File: config.mk
export PLATFORM = sky130hd
export DESIGN_NAME = pump_modbus_request_framer
export DESIGN_NICKNAME = d
export VERILOG_FILES = /design/src/sv/pmrf_pkg.sv /design/src/sv/pump_modbus_request_framer.sv /design/src/sv/pmrf_front.sv /design/src/sv/pmrf_queue.sv /design/src/sv/pmrf_back.sv
export SDC_FILE = /design/constraint.sdc
export NUM_CORES = 1
export LEC_CHECK = 0
export ABC_AREA = 1
export BUFFER_PORTS_ARGS = -buffer_cell sky130_fd_sc_hd__buf_2
export CELL_PAD_IN_SITES_DETAIL_PLACEMENT = 1
export CELL_PAD_IN_SITES_GLOBAL_PLACEMENT = 1
export CORE_MARGIN = 2
export CORE_UTILIZATION = 45
export DETAILED_ROUTE_END_ITERATION = 10
export HOLD_SLACK_MARGIN = 0.1
export PLACE_DENSITY_LB_ADDON = 0.1
export SLEW_MARGIN = 20
export SYNTH_ARGS = -nofsm -noshare
export SYNTH_HDL_FRONTEND = slang
export SYNTH_SLANG_ARGS = --single-unit
export TNS_END_PERCENT = 5
File: constraint.sdc
create_clock -name clk_i -period 8.8 [get_ports clk_i]
set_input_delay 1.32 -clock clk_i [delete_from_list [all_inputs] [get_ports clk_i]]
set_output_delay 1.32 -clock clk_i [all_outputs]
set_load 0.05 [all_outputs]
File: src/sv/pmrf_pkg.sv
// Shared types, codes and the CRC-16 byte update for the pump Modbus request framer.
package pmrf_pkg;

  // Pump command codes
  typedef enum logic [2:0] {
    CMD_LAUNCH    = 3'd0,
    CMD_STOP      = 3'd1,
    CMD_SET_SPEED = 3'd2,
    CMD_FORWARD   = 3'd3,
    CMD_REVERSE   = 3'd4,
    CMD_SET_ADDR  = 3'd5,
    CMD_READ_SPD  = 3'd6,
    CMD_READ_MAX  = 3'd7
  } cmd_e;

  // Modbus function codes
  localparam logic [7:0] FN_WRITE = 8'd6;
  localparam logic [7:0] FN_READ  = 8'd3;

  // Pump register numbers (high byte is always zero)
  localparam logic [2:0] REG_RUN   = 3'd0;
  localparam logic [2:0] REG_DIR   = 3'd1;
  localparam logic [2:0] REG_SPEED = 3'd2;
  localparam logic [2:0] REG_ADDR  = 3'd3;
  localparam logic [2:0] REG_MAX   = 3'd6;

  localparam logic [7:0] BCAST_ADDR = 8'd0;

  // CRC-16/Modbus
  localparam logic [15:0] CRC_POLY = 16'hA001;
  localparam logic [15:0] CRC_INIT = 16'hFFFF;

  // Byte positions within a frame
  localparam logic [2:0] BYTE_SLAVE  = 3'd0;
  localparam logic [2:0] BYTE_FN     = 3'd1;
  localparam logic [2:0] BYTE_REG_HI = 3'd2;
  localparam logic [2:0] BYTE_REG_LO = 3'd3;
  localparam logic [2:0] BYTE_VAL_HI = 3'd4;
  localparam logic [2:0] BYTE_VAL_LO = 3'd5;
  localparam logic [2:0] BYTE_CRC_LO = 3'd6;
  localparam logic [2:0] BYTE_CRC_HI = 3'd7;

  // Queue depth in frames
  localparam int unsigned QDepth = 4;
  localparam int unsigned QPtrW  = $clog2(QDepth);

  // One frame to be sent
  typedef struct packed {
    logic [7:0]  slave;
    logic        is_read;
    logic [2:0]  reg_lo;
    logic [15:0] value;
    logic        last;
  } frame_desc_t;

  // Queue status seen by the front and back
  typedef struct packed {
    logic full;
    logic empty;
  } q_status_t;

  function automatic logic [15:0] crc_byte(input logic [15:0] crc_in, input logic [7:0] data);
    logic [15:0] c;
    c = crc_in ^ {8'h00, data};
    for (int b = 0; b < 8; b++) begin
      if (c[0]) begin
        c = (c >> 1) ^ CRC_POLY;
      end else begin
        c = c >> 1;
      end
    end
    return c;
  endfunction

endpackage

File: src/sv/pump_modbus_request_framer.sv
// Top level of the pump Modbus RTU request framer.
//
//  channel  direction  handshake               words
//  in       input      in_valid_i / in_stall_o   command_i, pump_address_i, value_word_i
//  out      output     out_valid_o / out_stall_i tx_byte_o, frame_end_o, run_end_o
//
// One output word (byte) per cycle while a frame is queued and out_stall_i is low, set by
// the single byte serialiser in the back end: 8 bytes per command, 24 for forward and reverse.
// A command's first byte passes the front's command registers, the frame queue and the back's output byte register.
// Reset (rst_ni low, asynchronous) empties the frame queue and drops any word in flight.
// Output stalls back up through the frame queue to the front, which then stalls the input.
module pump_modbus_request_framer import pmrf_pkg::*; (
  input  logic        clk_i,
  input  logic        rst_ni,
  input  logic        in_valid_i,
  output logic        in_stall_o,
  input  logic [2:0]  command_i,
  input  logic [7:0]  pump_address_i,
  input  logic [15:0] value_word_i,
  output logic        out_valid_o,
  input  logic        out_stall_i,
  output logic [7:0]  tx_byte_o,
  output logic        frame_end_o,
  output logic        run_end_o
);

  q_status_t   q_status;
  logic        push, pop;
  frame_desc_t push_desc, head;

  // Front: latches a command and pushes one descriptor per frame
  pmrf_front u_front (
    .clk_i          (clk_i),
    .rst_ni         (rst_ni),
    .in_valid_i     (in_valid_i),
    .in_stall_o     (in_stall_o),
    .command_i      (command_i),
    .pump_address_i (pump_address_i),
    .value_word_i   (value_word_i),
    .q_status_i     (q_status),
    .push_o         (push),
    .desc_o         (push_desc)
  );

  // Frame queue decouples command expansion from byte output
  pmrf_queue u_queue (
    .clk_i       (clk_i),
    .rst_ni      (rst_ni),
    .push_i      (push),
    .push_desc_i (push_desc),
    .pop_i       (pop),
    .head_o      (head),
    .status_o    (q_status)
  );

  // Back: byte serialiser with running CRC and registered output word
  pmrf_back u_back (
    .clk_i       (clk_i),
    .rst_ni      (rst_ni),
    .head_i      (head),
    .q_status_i  (q_status),
    .pop_o       (pop),
    .out_valid_o (out_valid_o),
    .out_stall_i (out_stall_i),
    .tx_byte_o   (tx_byte_o),
    .frame_end_o (frame_end_o),
    .run_end_o   (run_end_o)
  );

endmodule

File: src/sv/pmrf_front.sv
// Front end: accepts pump commands and expands them into frame descriptors.
module pmrf_front import pmrf_pkg::*; (
  input  logic        clk_i,
  input  logic        rst_ni,
  input  logic        in_valid_i,
  output logic        in_stall_o,
  input  logic [2:0]  command_i,
  input  logic [7:0]  pump_address_i,
  input  logic [15:0] value_word_i,
  input  q_status_t   q_status_i,
  output logic        push_o,
  output frame_desc_t desc_o
);

  logic        busy_q, busy_d;
  logic [1:0]  idx_q, idx_d;
  cmd_e        cmd_q;
  logic [7:0]  addr_q;
  logic [15:0] val_q;
  logic        accept;

  always_comb begin
    desc_o         = '0;
    desc_o.slave   = addr_q;
    desc_o.is_read = 1'b0;
    desc_o.last    = 1'b1;
    unique case (cmd_q) inside
      CMD_LAUNCH: begin
        desc_o.reg_lo = REG_RUN;
        desc_o.value  = 16'd1;
      end
      CMD_STOP: begin
        desc_o.reg_lo = REG_RUN;
        desc_o.value  = 16'd0;
      end
      CMD_SET_SPEED: begin
        desc_o.reg_lo = REG_SPEED;
        desc_o.value  = val_q;
      end
      CMD_FORWARD, CMD_REVERSE: begin
        // stop, direction, launch
        desc_o.last = (idx_q == 2'd2);
        if (idx_q == 2'd0) begin
          desc_o.reg_lo = REG_RUN;
          desc_o.value  = 16'd0;
        end else if (idx_q == 2'd1) begin
          desc_o.reg_lo = REG_DIR;
          desc_o.value  = {15'd0, cmd_q == CMD_FORWARD};
        end else begin
          desc_o.reg_lo = REG_RUN;
          desc_o.value  = 16'd1;
        end
      end
      CMD_SET_ADDR: begin
        desc_o.slave  = BCAST_ADDR;
        desc_o.reg_lo = REG_ADDR;
        desc_o.value  = {8'd0, val_q[7:0]};
      end
      CMD_READ_SPD: begin
        desc_o.is_read = 1'b1;
        desc_o.reg_lo  = REG_SPEED;
        desc_o.value   = 16'd1;
      end
      default: begin
        desc_o.is_read = 1'b1;
        desc_o.reg_lo  = REG_MAX;
        desc_o.value   = 16'd1;
      end
    endcase
  end

  assign push_o     = busy_q && !q_status_i.full;
  assign in_stall_o = busy_q && !(push_o && desc_o.last);
  assign accept     = in_valid_i && !in_stall_o;

  always_comb begin
    busy_d = busy_q;
    idx_d  = idx_q;
    if (accept) begin
      busy_d = 1'b1;
      idx_d  = 2'd0;
    end else if (push_o && desc_o.last) begin
      busy_d = 1'b0;
    end else if (push_o) begin
      idx_d = idx_q + 2'd1;
    end
  end

  always_ff @(posedge clk_i or negedge rst_ni) begin
    if (!rst_ni) begin
      busy_q <= 1'b0;
      idx_q  <= 2'd0;
    end else begin
      busy_q <= busy_d;
      idx_q  <= idx_d;
    end
  end

  always_ff @(posedge clk_i) begin
    if (accept) begin
      cmd_q  <= cmd_e'(command_i);
      addr_q <= pump_address_i;
      val_q  <= value_word_i;
    end
  end

endmodule

File: src/sv/pmrf_queue.sv
// Short register queue of frame descriptors between front and back.
module pmrf_queue import pmrf_pkg::*; (
  input  logic        clk_i,
  input  logic        rst_ni,
  input  logic        push_i,
  input  frame_desc_t push_desc_i,
  input  logic        pop_i,
  output frame_desc_t head_o,
  output q_status_t   status_o
);

  frame_desc_t         mem_q [QDepth];
  logic [QPtrW-1:0]    wr_q, rd_q;
  logic [QPtrW:0]      cnt_q;
  logic                do_push, do_pop;

  assign status_o.full  = (cnt_q == (QPtrW+1)'(QDepth));
  assign status_o.empty = (cnt_q == '0);
  assign do_push        = push_i && !status_o.full;
  assign do_pop         = pop_i && !status_o.empty;
  assign head_o         = mem_q[rd_q];

  always_ff @(posedge clk_i or negedge rst_ni) begin
    if (!rst_ni) begin
      wr_q  <= '0;
      rd_q  <= '0;
      cnt_q <= '0;
    end else begin
      if (do_push) wr_q <= wr_q + QPtrW'(1);
      if (do_pop)  rd_q <= rd_q + QPtrW'(1);
      if (do_push && !do_pop) begin
        cnt_q <= cnt_q + (QPtrW+1)'(1);
      end else if (do_pop && !do_push) begin
        cnt_q <= cnt_q - (QPtrW+1)'(1);
      end
    end
  end

  always_ff @(posedge clk_i) begin
    if (do_push) mem_q[wr_q] <= push_desc_i;
  end

endmodule

File: src/sv/pmrf_back.sv
// Back end: serialises frame descriptors into bytes with running CRC-16.
module pmrf_back import pmrf_pkg::*; (
  input  logic        clk_i,
  input  logic        rst_ni,
  input  frame_desc_t head_i,
  input  q_status_t   q_status_i,
  output logic        pop_o,
  output logic        out_valid_o,
  input  logic        out_stall_i,
  output logic [7:0]  tx_byte_o,
  output logic        frame_end_o,
  output logic        run_end_o
);

  logic [2:0]  cnt_q;
  logic [15:0] crc_q, crc_base;
  logic        ov_q;
  logic [7:0]  byte_q, next_byte;
  logic        fe_q, re_q;
  logic        advance;

  assign advance  = !q_status_i.empty && (!ov_q || !out_stall_i);
  assign pop_o    = advance && (cnt_q == BYTE_CRC_HI);
  assign crc_base = (cnt_q == BYTE_SLAVE) ? CRC_INIT : crc_q;

  always_comb begin
    unique case (cnt_q)
      BYTE_SLAVE:  next_byte = head_i.slave;
      BYTE_FN:     next_byte = head_i.is_read ? FN_READ : FN_WRITE;
      BYTE_REG_HI: next_byte = 8'h00;
      BYTE_REG_LO: next_byte = {5'd0, head_i.reg_lo};
      BYTE_VAL_HI: next_byte = head_i.value[15:8];
      BYTE_VAL_LO: next_byte = head_i.value[7:0];
      BYTE_CRC_LO: next_byte = crc_q[7:0];
      default:     next_byte = crc_q[15:8];
    endcase
  end

  always_ff @(posedge clk_i or negedge rst_ni) begin
    if (!rst_ni) begin
      cnt_q <= BYTE_SLAVE;
      ov_q  <= 1'b0;
    end else if (advance) begin
      cnt_q <= cnt_q + 3'd1;
      ov_q  <= 1'b1;
    end else if (!out_stall_i) begin
      ov_q  <= 1'b0;
    end
  end

  always_ff @(posedge clk_i) begin
    if (advance) begin
      byte_q <= next_byte;
      fe_q   <= (cnt_q == BYTE_CRC_HI);
      re_q   <= (cnt_q == BYTE_CRC_HI) && head_i.last;
      if (cnt_q < BYTE_CRC_LO) crc_q <= crc_byte(crc_base, next_byte);
    end
  end

  assign out_valid_o = ov_q;
  assign tx_byte_o   = byte_q;
  assign frame_end_o = fe_q;
  assign run_end_o   = re_q;

endmodule
==> reports/metrics.cfg <==
[outcome]
status = finished, final reports clean

[routing]
detail_route.drc_violations = 0
num_vias = 5508
first_pass_iters = 4
routed_wl_um = 19200
via_per_inst = 5.03
post_drt_wl_per_cell_um = 17.6
ant_nets = 0
drt_iter0_markers = 353

[placed_design]
port_buffers = 42
dp_hpwl_um = 12700
numPlacedInstances = 1063
place_congestion = 0.761

[synth]
synth_nets = 849
synth_cell_types = 32
ys.flop_type = edfxtp_1
synth_area_sq_mm = 0.00828
yosysMostFrequentCell = nand2_1
ys_ff_latch = 183
syn_area_per_cell_sq_um = 10.3
synth_top_area_cell = edfxtp_1
ys.warnings.count = 0
seq_area_frac_synth = 0.655
async_reset_ff_frac = 0.0765
yosys-top-cells-area = edfxtp_1 (61%), nand2_1 (9.9%), inv_1 (5.8%)
synth_edf_count = 169
netlist_top_cells_count = nand2_1 (218), edfxtp_1 (169), inv_1 (128)
synth_top_area_frac = 0.613
netlist_instances = 803

[setup_path]
worstRegToRegCells = 19
cp-start-kind = flop
arrival_ns = 2.17
rrSetupSlack_ns = 5.47
critical_path.startpoint = u_queue.cnt_q[1]
crit_fanout = 8
crit_path_end_kind = output port
crit_type = reg -> out
reg2reg_from = u_queue.rd_q[0]
required_ns = 7.48

[timing]
fin_worst_skew_ns = 0.0162
fmax_ghz = 0.286
slew_headroom = 0.349
finalHoldViolations = 0
setup_viol = 0
drv_slew = 0
final.min_clock_period_ns = 3.49
rsz0062_at_grt = false
tns_ns = 0
tightest_slew_ns = 0.975
post-route-period-util = 0.397

[clocking]
cts_made_buffers = 17
post_cts.repair.setup_buffers = 0
holdBufCountCts = 0
cts_buffer_depth = 2
insertion_delay_ns = 0.43
cts.sinks = 183
cts_tree = built
htreeDepth = 4
cts_resized = 0
clockRootBuffer = clkbuf_16
clk_pin_slew_ns = 0.07

[finish]
fin_cells = 1095
synthToLayoutAreaGrowth_pct = 12.2
ff_latch_area_sq_mm = 0.00543
final.fill_count = 2001
drive_gt1_frac = 0.141
num_antenna_cells = 0
multi_input_area_sq_mm = 0.00222
final_nets = 899

[global_routing]
grt_pass1_vias = 5948
grt_pass1_wl_um = 30800
track_usage = 0.208
antenna_found_initial = 0
grt_max_degree = 53
gr-total-overflow = 0

[floorplanning]
io_pins = 43
dieArea_sq_mm = 0.0195
initial_core_util = 0.459
core-area_sq_mm = 0.0180
die_width_um = 140
die_h_um = 140
fp-row-count = 49

[min_path]
min_from = u_back.out_valid_o
hp-class = reg -> reg
whs_path_depth = 2

[run]
max_cap_viol_count = 0

[critical path, cell delays in order, from the launching register on]
cell and delay (ns):
dfrtp_1 0.41, inv_1 0.08, a31oi_1 0.68, a21oi_1 0.26
buf_2 0.29
[state kept, by name, summed over array words and instances, names as in the netlist, 3 cells and up]
name and flops:
u_back.crc_q 16, u_back.cnt_q 3, u_back.tx_byte_o 8, u_queue.cnt_q 3, u_front.addr_q 8, u_front.val_q 16
u_front.cmd_q 3, u_queue.mem_q 116
[through the flow]
step / hold slack (ns) / setup slack (ns) / util / cell area (sq um)
after floorplan: 0.470 / 5.58 / - / 8280
after detailed placement: 0.487 / 5.07 / 0.484 / 8730
final: 0.515 / 5.31 / 0.515 / 9290
after CTS: 0.519 / 5.29 / 0.515 / 9290
after global placement: 0.487 / 5.22 / 0.484 / 8730
after global routing: 0.554 / 5.16 / 0.515 / 9290
[layout make-up]
type | instances | area share
sequential | 183 | 0.584
multi-input combinational | 465 | 0.239
inverter | 133 | 0.0537
clock buffer | 17 | 0.0458
timing repair buffer | 53 | 0.0315
tap | 229 | 0.0308
clock inverter | 15 | 0.0147
[routing by layer]
metal | track usage | vias to the layer above | part of all wire
met1 | 0.259 | 2690 | 0.44
met2 | 0.364 | 112 | 0.51
met3 | 0.0492 | 16 | 0.044
li1 | - | 2690 | -
met4 | 0.0595 | 0 | 0.012
met5 | 0 | - | 0
[cell families (layout without fill, tap and decap cells)]
logic type | after synthesis | after routing | share of synthesized area
buffers and inverters | 155 | 218 | 0.0780
XOR/XNOR | 14 | 14 | 0.0148
flip-flops | 183 | 183 | 0.655
adder cells (fa/ha/maj) | 15 | 15 | 0.0236
AND/OR/NAND/NOR | 394 | 394 | 0.199
AO/OA/AOI/OAI | 42 | 42 | 0.0293
[path summary, 6_finish.rpt]
path                                       to
max                                in_stall_o
min in group asynchronous    u_queue.cnt_q[0]
max in group asynchronous     u_queue.rd_q[0]
min                        u_back.out_valid_o
min reg2reg                u_back.out_valid_o
max reg2reg                   u_back.crc_q[0]
[placed cells by master (no fill, tap or decap), types with 5 or more instances in the layout]
| cell type | Yosys | routed |
|---|---|---|
| a21oi_1 | 10 | 10 |
| buf_2 | 9 | 42 |
| buf_4 | 6 | 11 |
| clkbuf_16 | 0 | 17 |
| dfrtp_1 | 14 | 13 |
| edfxtp_1 | 169 | 169 |
| ha_1 | 14 | 14 |
| inv_1 | 128 | 128 |
| inv_2 | 5 | 5 |
| inv_8 | 0 | 5 |
| nand2_1 | 218 | 218 |
| nand2_2 | 16 | 16 |
| nand3_1 | 70 | 70 |
| nor2_1 | 78 | 72 |
| nor2_2 | 2 | 8 |
| o21ai_0 | 17 | 17 |
| xor2_1 | 10 | 10 |
Power is left out: the tool's default activity adds up to more than one toggle a clock period on the data nets, which glitch-free logic cannot reach.
